### src/sv/spmv_pkg.sv
// Shared types and constants of the CSR sparse matrix-vector multiplier.
`default_nettype none

package spmv_pkg;

   localparam int VECTOR_DEPTH_DEFAULT = 4096;
   localparam int QUEUE_DEPTH          = 4;

   localparam int OP_W      = 2;
   localparam int INDEX_W   = 12;
   localparam int VALUE_W   = 32;
   localparam int COLUMNS_W = 13;
   localparam int ROW_W     = 20;
   localparam int ACC_W     = 64;
   localparam int FRAC_W    = 16;

   localparam logic [COLUMNS_W-1:0] COLUMNS_RESET = 13'h1000;

   // Byte address bit that selects a register slot; register 0 sits at slot 0.
   localparam int  PADDR_W      = 3;
   localparam logic REG_COLUMNS = 1'b0;

   typedef enum logic [OP_W-1:0] {
      OP_LOAD    = 2'd0,
      OP_NONZERO = 2'd1,
      OP_EMPTY   = 2'd2,
      OP_UNUSED  = 2'd3
   } op_type;

   typedef enum logic [1:0] {
      KIND_LOAD  = 2'd0,
      KIND_MAC   = 2'd1,
      KIND_SKIP  = 2'd2,
      KIND_EMPTY = 2'd3
   } kind_type;

   typedef struct packed {
      kind_type             kind;
      logic                 fin;
      logic [INDEX_W-1:0]   index;
      logic [VALUE_W-1:0]   value;
   } entry_type;

endpackage

`default_nettype wire

### src/sv/spmv_queue.sv
// Short queue of classified items between the front and back ends.
`default_nettype none

module spmv_queue (
   input  wire logic          clock,
   input  wire logic          reset,
   input  wire logic          push,
   input  wire spmv_pkg::entry_type push_entry,
   input  wire logic          pop,
   output logic               not_empty,
   output logic               full,
   output spmv_pkg::entry_type head
);

   import spmv_pkg::*;

   localparam int PTR_W = $clog2(QUEUE_DEPTH);
   localparam int CNT_W = $clog2(QUEUE_DEPTH + 1);

   entry_type          slot_ff [QUEUE_DEPTH];
   logic [PTR_W-1:0]   wr_ptr_ff, wr_ptr_in;
   logic [PTR_W-1:0]   rd_ptr_ff, rd_ptr_in;
   logic [CNT_W-1:0]   count_ff, count_in;

   assign not_empty = count_ff != '0;
   assign full      = count_ff == CNT_W'(QUEUE_DEPTH);
   assign head      = slot_ff[rd_ptr_ff];

   always_comb begin
      wr_ptr_in = wr_ptr_ff;
      rd_ptr_in = rd_ptr_ff;
      count_in  = count_ff;
      if (push) begin
         wr_ptr_in = (wr_ptr_ff == PTR_W'(QUEUE_DEPTH - 1)) ? '0 : wr_ptr_ff + 1'b1;
      end
      if (pop) begin
         rd_ptr_in = (rd_ptr_ff == PTR_W'(QUEUE_DEPTH - 1)) ? '0 : rd_ptr_ff + 1'b1;
      end
      if (push && !pop) begin
         count_in = count_ff + 1'b1;
      end else if (pop && !push) begin
         count_in = count_ff - 1'b1;
      end
   end

   always_ff @(posedge clock) begin
      if (reset) begin
         wr_ptr_ff <= '0;
         rd_ptr_ff <= '0;
         count_ff  <= '0;
      end else begin
         wr_ptr_ff <= wr_ptr_in;
         rd_ptr_ff <= rd_ptr_in;
         count_ff  <= count_in;
      end
   end

   always_ff @(posedge clock) begin
      if (push) begin
         slot_ff[wr_ptr_ff] <= push_entry;
      end
   end

endmodule

`default_nettype wire

### config.mk
export PLATFORM = sky130hd
export DESIGN_NAME = spmv_queue
export DESIGN_NICKNAME = d
export VERILOG_FILES = /design/src/sv/spmv_pkg.sv /design/src/sv/spmv_queue.sv
export SDC_FILE = /design/constraint.sdc
export NUM_CORES = 1
export LEC_CHECK = 0
export BUFFER_PORTS_ARGS = -buffer_cell sky130_fd_sc_hd__buf_2
export CORE_MARGIN = 8
export CORE_UTILIZATION = 30
export DETAILED_ROUTE_END_ITERATION = 16
export PLACE_DENSITY = 0.56
export SYNTH_ARGS = -nofsm -noshare
export SYNTH_HDL_FRONTEND = slang
export SYNTH_SLANG_ARGS = --single-unit
### constraint.sdc
create_clock -name clock -period 4.06 [get_ports clock]
set_clock_uncertainty 0.1 [all_clocks]
set_input_delay 0.203 -clock clock [delete_from_list [all_inputs] [get_ports clock]]
set_output_delay 0.203 -clock clock [all_outputs]
set_load 0.02 [all_outputs]
==> results of run 1 <==
==> report_power, final <==
part	leakage [µW]	total, µW	internal (µW)	switching (µW)
Clock	0.000256	1490	784	711
Combinational	0.00102	443	202	241
Sequential	0.00180	2380	2320	53.9
Total	0.00307	4320	3310	1010
==> through the flow <==
| step | hold slack, ps | instances |
|---|---|---|
| floorplan | 172 | 289 |
| global placement | 313 | 707 |
| detailed placement | 325 | 707 |
| CTS | 18.4 | 787 |
| global route | 54.0 | 787 |
| finish | 45.8 | 787 |
==> final cells by class <==
cell class | count | area (µm²)
fillers | 2207 | 14900
flip-flops and latches | 197 | 5830
multi-input cells | 78 | 1310
repair buffers | 152 | 1010
clock buffers | 20 | 437
well taps | 324 | 405
clock inverters | 12 | 80.1
inverters | 4 | 15.0
==> logic make-up (layout without fill, tap and decap cells) <==
| family | after synthesis | count (layout) | share of synthesized area |
|---|---|---|---|
| adder cells (fa/ha/maj) | 7 | 7 | 0.0131 |
| multiplexers | 51 | 51 | 0.152 |
| AND/OR/NAND/NOR | 15 | 15 | 0.0109 |
| flip-flops | 197 | 197 | 0.804 |
| XOR/XNOR | 2 | 2 | 0.00242 |
| AO/OA/AOI/OAI | 3 | 3 | 0.00207 |
| buffers and inverters | 14 | 188 | 0.0162 |
==> flip-flops by register name, indices dropped and copies added, names as in the netlist, named ones only <==
register / cells
count_ff: 3
rd_ptr_ff: 2
wr_ptr_ff: 2
slot_ff: 188
==> Yosys cell counts <==
cell type and n:
a21oi_1 2, and2_1 4, buf_12 3, buf_2 4
buf_4 1, buf_6 1, clkbuf_1 1, dfxtp_1 9
edfxtp_1 188, fa_1 1, ha_1 6, inv_1 4
mux2i_1 4, mux4_2 47, nor2_1 7, nor3b_1 2
o21ai_0 1, or3_1 2, xor2_1 2
==> critical path, delay by kind of cell, from the launching register on <==
kind	cells	cell delay, ps
buf+inv	1	180
mux	1	640
flops	1	1000
==> path summary, 6_finish.rpt <==
path	start	endpoint	slack [ps]	cells past startpoint
setup / recovery	flop	head[28]	1480	2
hold / removal	push	wr_ptr_ff[0]	50	3
setup reg to reg	wr_ptr_ff[0]	slot_ff[0][17]	1860	4
hold reg to reg	rd_ptr_ff[1]	flop	450	2
==> repair_timing <==
item / CTS / global route
hold buffers: 48 / 0
endpoints found under the hold margin: 197 / 0
buffers inserted: 0 / 0
==> metal layers <==
layer | routed length [µm] | track usage
met1 | 5760 | 0.116
met2 | 7250 | 0.174
met3 | 688 | 0.0312
met4 | 180 | 0.0344
met5 | 0 | 0
==> results_dict.tcl, run 1 <==
set metrics [dict create \
    synthCells 289 \
    powerDensity_nw_per_um2 475 \
    die_w_um 171 \
    cp_cell_sequence "mux4_2 > buf_2" \
    gp_congestion 0.647 \
    synth_top_cell_area_share 0.779 \
    peakVddDrop_uv 207 \
    vias 3426 \
    rows 57 \
    crit_slowest_cell "dfxtp_4" \
    antenna_found_initial 0 \
    maxCapViolCount 0 \
    cts_buffer_depth 2 \
    relSlewSlack 0.341 \
    startpoint_type "flop" \
    drt-total-wl_um 13900 \
    htree_levels 4 \
    critPathMaxFanout 47 \
    place_ws_ps 1800 \
    clkTransAtPathRegs_ps 70 \
    cellLeakagePower_uw 0.00307 \
    cts-root-buf "clkbuf_16" \
    setup_slack_ps 1480 \
    overflow 0 \
    yosysSeqAreaShare 0.804 \
    avgSynthCellArea_um2 25.1 \
    syn_to_final_growth_pct 25.4 \
    period_needed_ps 2580 \
    ios 100 \
    drt_pass1_iterations 4 \
    detail-route-antenna-nets 0 \
    num_antenna_cells 0 \
    layout_commonest_cell "edfxtp_1" \
    port-buffer-count 99 \
    finalNetCount 508 \
    grt_usage 0.100 \
    fin_crit_sh 0.635 \
    synth-seq-cells 197 \
    max_stage_delay_ps 1000 \
    synth_area_leaders "edfxtp_1 78%, mux4_2 15%, dfxtp_1 2.5%" \
    cts_tree "built" \
    max_freq_mhz 388 \
    netlist_area_um2 7250 \
    required_ps 3760 \
    grt_pass1_wl_um 22000 \
    final-setup-viol-count 0 \
    worstSetupPathType "reg -> out" \
    tns_ps 0 \
    p_total_uw 4320 \
    tightest_slew_ps 988 \
    drive_above_1_share 0.400 \
    avgViaCountPerCell 4.35 \
    hold_class "in -> reg" \
    yosysTopAreaCell "edfxtp_1" \
    end_kind "primary output" \
    start_util 0.302 \
    outcome "finished, final reports clean" \
    design.core.area_um2 24000 \
    drc 0 \
    clock-sinks 197 \
    detail_route.wl_per_cell_um 17.6 \
    arrival_ps 2270 \
    drv_slew 0 \
    grt_pass1_vias 3980 \
    rsz0062_at_grt "no" \
    dp_hpwl_um 8690 \
    postCtsResizedCells 0 \
    final_util 0.378 \
    drt_iter0_drc 233 \
    final_cell_mix "188 x edfxtp_1, 99 x buf_2, 48 x dlygate4sd3_1" \
    worstSkewPairLatency_ps 420 \
    grt_max_degree 48 \
    die_area_um2 29400 \
    die_y_um 171 \
    synth_cell_type_count 19 \
    fin_area_um2 9090 \
    yosys_warnings 0 \
    dpl-instance-area_um2 8090 \
    numCtsBuffers 17 \
    synth_fp_nets 347 \
    hold_viol 0 \
]
(Power assumes the default switching activity.)
==> run 2, diff against run 1 <==
- ABC_AREA: not set -> 1
- clock period: 4.06 -> 2.6 ns (I/O delays scaled with it)
==> results_dict.tcl, run 2 <==
set metrics [dict create \
    critPathTopFamily "buffers and inverters" \
    cts_tree "built" \
    drive_above_1_share 0.302 \
    hp-start "push_entry[6]" \
    nFillCells 2479 \
    synthCells 515 \
    rows 59 \
    synth_top_cell_area_share 0.720 \
    ys_top_cells_by_count "188 x edfxtp_1, 84 x o21ai_0, 76 x nor2_1, 27 x nor2_4, 27 x o22ai_2" \
    die_w_um 178 \
    synthAdderAreaFrac 0.0121 \
    grt_usage 0.108 \
    tightest_slew_ps 581 \
    ys.flop_type "edfxtp_1" \
    rsz0062_at_grt "no" \
    powerDensity_nw_per_um2 725 \
    drt_iter0_drc 243 \
    max_stage_delay_ps 550 \
    drt_pass1_iterations 4 \
    start_util 0.303 \
    yosysTopAreaCell "edfxtp_1" \
    critPathMaxFanout 30 \
    startpoint_type "flop" \
    grt_pass1_wl_um 26000 \
    gp_congestion 0.653 \
    cts_buffer_depth 2 \
    peakVddDrop_uv 351 \
    largest_reg_flops 188 \
    max_freq_mhz 433 \
    seqCellArea_um2 5830 \
    final-setup-viol-count 0 \
    multi_input_area_um2 1730 \
    maxCapViolCount 0 \
    synth_compound_area_frac 0.124 \
    cellLeakagePower_uw 0.00341 \
    grt_max_degree 49 \
    relSlewSlack 0.612 \
    required_ps 2370 \
    numCtsBuffers 17 \
    yosysSeqAreaShare 0.743 \
    grt_pass1_vias 4655 \
    crit_slowest_cell "dfxtp_2" \
    final_util 0.377 \
    synth_most_common_cell "edfxtp_1" \
    worstSetupPathType "reg -> out" \
    cts-root-buf "clkbuf_16" \
    avgSynthCellArea_um2 15.2 \
    dp_hpwl_um 10500 \
    top_register "slot_ff" \
    final_cell_mix "188 x edfxtp_1, 99 x buf_2, 84 x o21ai_0" \
    syn_to_final_growth_pct 24.1 \
    synth-xor-area-share 0.00112 \
    synth-seq-cells 197 \
    reg_top3 "slot_ff x188, count_ff x3" \
    detail-route-antenna-nets 0 \
    finalNetCount 726 \
    die_area_um2 31600 \
    htree_levels 4 \
    yosys_warnings 0 \
    synthMuxAreaShare 0 \
    yosys.area_share.simple 0.0828 \
    design.core.area_um2 25800 \
    cp_cell_sequence "buf_4 > o21ai_0 > o22ai_2 > buf_2" \
    detail_route.wl_per_cell_um 16.7 \
    drc 0 \
    synth_edf_count 188 \
    ios 100 \
    outcome "finished, final reports clean" \
    port-buffer-count 99 \
    antenna_found_initial 1 \
    synth_cell_type_count 25 \
    reg2reg_from "wr_ptr_ff[0]" \
    netlist_area_um2 7840 \
    arrival_ps 2080 \
    vias 4534 \
    layout_commonest_cell "edfxtp_1" \
    hold_viol 0 \
    clkTransAtPathRegs_ps 70 \
    period_needed_ps 2310 \
    synth_area_leaders "edfxtp_1 72%, o21ai_0 5.4%, o22ai_2 4.3%" \
    hold_class "in -> reg" \
    end_kind "primary output" \
    die_y_um 178 \
    postCtsResizedCells 0 \
    avgViaCountPerCell 4.46 \
    worstSkewPairLatency_ps 420 \
    synth-async-reset-ratio 0 \
    clock-sinks 197 \
    drt-total-wl_um 17000 \
    synth_top_family_by_area "compound AO/OA/AOI/OAI gates" \
    path_buf_inv 2 \
    fin_crit_sh 0.888 \
    drv_slew 0 \
    tns_ps 0 \
    synth_fp_nets 573 \
    overflow 0 \
]
[run 2: routing by layer]
| metal | up-vias | global-route usage | share of wire |
|---|---|---|---|
| met3 | 16 | 0.0304 | 0.052 |
| met5 | - | 0 | 0 |
| met2 | 85 | 0.173 | 0.47 |
| met4 | 0 | 0.0386 | 0.013 |
| met1 | 2214 | 0.139 | 0.46 |
| li1 | 2219 | - | - |
[run 2: kinds of logic (layout without fill, tap and decap cells)]
group                    count (synthesis)  count (layout)
AO/OA/AOI/OAI                          147             147
flip-flops                             197             197
XOR/XNOR                                 1               1
AND/OR/NAND/NOR                        117             117
adder cells (fa/ha/maj)                  7               7
buffers and inverters                   46             212
other                                    0               1
[run 2: what timing repair did]
action	in CTS	in global routing
hold buffers	50	0
endpoints found under the hold margin	197	0
buffers inserted	0	0
[run 2: through the flow]
step / setup WS, ps / hold WS [ps] / power (µW) / std cells / area (µm²)
final: 290 / 347 / 7050 / 1017 / 9730
after global routing: 112 / 345 / 7330 / 1017 / 9730
after CTS: 226 / 329 / 7160 / 1016 / 9730
after detailed placement: 698 / 249 / 4610 / 934 / 8690
after global placement: 691 / 247 / 4600 / 934 / 8690
after floorplan: 589 / 102 / 4300 / 515 / 7840
[run 2: layout make-up]
class | count | area share
Antenna cell | 1 | 0.000257
Clock buffer | 22 | 0.0456
Clock inverter | 10 | 0.0102
Inverter | 16 | 0.00643
Multi-Input combinational cell | 272 | 0.178
Sequential cell | 197 | 0.599
Tap cell | 335 | 0.0431
Timing Repair Buffer | 164 | 0.118
[run 2: power breakdown]
| group | switching [µW] | internal, µW | leakage (µW) | total (µW) |
|---|---|---|---|---|
| combinational | 589 | 322 | 0.00134 | 910 |
| clock | 1140 | 1330 | 0.000265 | 2470 |
| sequential | 50.3 | 3620 | 0.00180 | 3670 |
| total | 1780 | 5270 | 0.00341 | 7050 |
[run 2: final timing paths]
kind                    to  slack (ps)  cells past startpoint
min          slot_ff[3][6]         350                      2
max               head[42]         290                      4
min reg2reg    count_ff[2]         440                      3
max reg2reg  slot_ff[0][2]         720                      5
==> run 3, diff against run 2 <==
- RECOVER_POWER: not set -> 50
==> results_dict.tcl, run 3 (same netlist as run 2, synthesis figures left out) <==
set metrics [dict create \
    required_ps 2370 \
    antenna_found_initial 1 \
    top_register "slot_ff" \
    grt_max_degree 49 \
    final_cell_mix "188 x edfxtp_1, 84 x o21ai_0, 76 x nor2_1" \
    numCtsBuffers 17 \
    gp_congestion 0.653 \
    hp-start "reset" \
    hold_class "in -> reg" \
    post_cts_buffers 0 \
    finalNetCount 726 \
    worstSetupPathType "reg -> out" \
    timing.rr.end "slot_ff[1][5]" \
    htree_levels 4 \
    final-setup-viol-count 0 \
    hold_viol 0 \
    whs_ps 352 \
    drt-total-wl_um 16900 \
    arrival_ps 2030 \
    maxCapViolCount 0 \
    outcome "finished, final reports clean" \
    timing.reg2reg.worst_path_depth 5 \
    max_stage_delay_ps 550 \
    drt_iter0_drc 249 \
    cellLeakagePower_uw 0.00327 \
    tightest_slew_ps 1250 \
    cts_tree "built" \
    die_w_um 178 \
    cts_hold_buf 50 \
    ios 100 \
    drv_slew 0 \
    port-buffer-count 99 \
    rsz0062_at_grt "no" \
    detail-route-antenna-nets 0 \
    drc 0 \
    end_kind "primary output" \
    powerDensity_nw_per_um2 729 \
    rows 59 \
    reg_top3 "slot_ff x188, count_ff x3" \
    startpoint_type "flop" \
    design.core.area_um2 25800 \
    cts-root-buf "clkbuf_16" \
    start_util 0.303 \
    grt_usage 0.108 \
    hold_path_depth 3 \
    postCtsResizedCells 0 \
    syn_to_final_growth_pct 23.3 \
    grt_pass1_vias 4655 \
    layout_commonest_cell "edfxtp_1" \
    tns_ps 0 \
    largest_reg_flops 188 \
    cts_buffer_depth 2 \
    drive_above_1_share 0.226 \
    detail_route.wl_per_cell_um 16.6 \
    clkTransAtPathRegs_ps 70 \
    crit_slowest_cell "dfxtp_2" \
    critPathMaxFanout 30 \
    drt_pass1_iterations 4 \
    die_y_um 178 \
    cp_cell_sequence "buf_4 > o21ai_0 > o22ai_2 > buf_2" \
    overflow 0 \
    die_area_um2 31600 \
    grt_pass1_wl_um 26000 \
    fin_crit_sh 0.870 \
    period_needed_ps 2260 \
    vias 4538 \
    avgViaCountPerCell 4.46 \
    worstSkewPairLatency_ps 420 \
    nFillCells 2488 \
    peakVddDrop_uv 351 \
    clock-sinks 197 \
    max_freq_mhz 442 \
    holdPathEnd "wr_ptr_ff[0]" \
    reg2reg_from "wr_ptr_ff[1]" \
    regToRegSetupSlack_ps 490 \
    relSlewSlack 0.166 \
    dp_hpwl_um 10500 \
]
## run 3: changes by cell type in the layout (fill, tap and decap cells not counted)
| cell | delta |
|---|---|
| buf_2 | -50 |
| buf_4 | -1 |
| clkbuf_1 | +51 |
| inv_1 | +1 |
| inv_2 | -1 |
## run 3: cell type report
type | instances | area [µm²] | share of cell area
clock buffers | 22 | 444 | 0.0460
clock inverters | 10 | 98.8 | 0.0102
multi-input cells | 272 | 1730 | 0.179
inverters | 16 | 62.6 | 0.00647
diodes | 1 | 2.50 | 0.000259
flip-flops and latches | 197 | 5830 | 0.603
repair buffers | 164 | 1080 | 0.112
well taps | 335 | 419 | 0.0434
## run 3: report_power, final
part           switching, µW  internal [µW]  total [µW]
Combinational            588            309         897
Clock                   1140           1330        2480
Sequential              50.3           3620        3670
Total                   1780           5260        7040
## run 3: how the worst max path moves through the flow
stage	from	endpoint	slack, ps	depth (start not counted)
floorplan	wr_ptr_ff[0]	slot_ff[3][0]	590	3
global placement	flop	head[42]	690	4
detailed placement	flop	head[42]	700	4
CTS	flop	head[42]	230	4
global route	flop	head[42]	110	4
finish	flop	head[42]	340	4
## run 3: layer usage
layer / routed length [µm] / GRT usage / up-vias
met1: 7880 / 0.139 / 2229
li1: - / - / 2218
met5: 0 / 0 / -
met2: 8000 / 0.173 / 75
met3: 833 / 0.0304 / 16
met4: 224 / 0.0386 / 0
## run 3: metrics by stage
| stage | util | setup slack, ps | instances | instance area (µm²) | total power [µW] |
|---|---|---|---|---|---|
| 2_1_floorplan | - | 589 | 515 | 7840 | 4300 |
| 3_3_place_gp | 0.336 | 691 | 934 | 8690 | 4600 |
| 3_5_place_dp | 0.336 | 698 | 934 | 8690 | 4610 |
| 4_1_cts | 0.377 | 226 | 1016 | 9730 | 7160 |
| 5_1_grt | 0.374 | 112 | 1017 | 9670 | 7320 |
| 6_report | 0.374 | 338 | 1017 | 9670 | 7040 |
## run 3: critical path: cells and delay by family, from the launching register on
family | cells | cell delay (ps)
AO/OA/AOI/OAI | 2 | 420
buffers and inverters | 2 | 610
flip-flops | 1 | 550
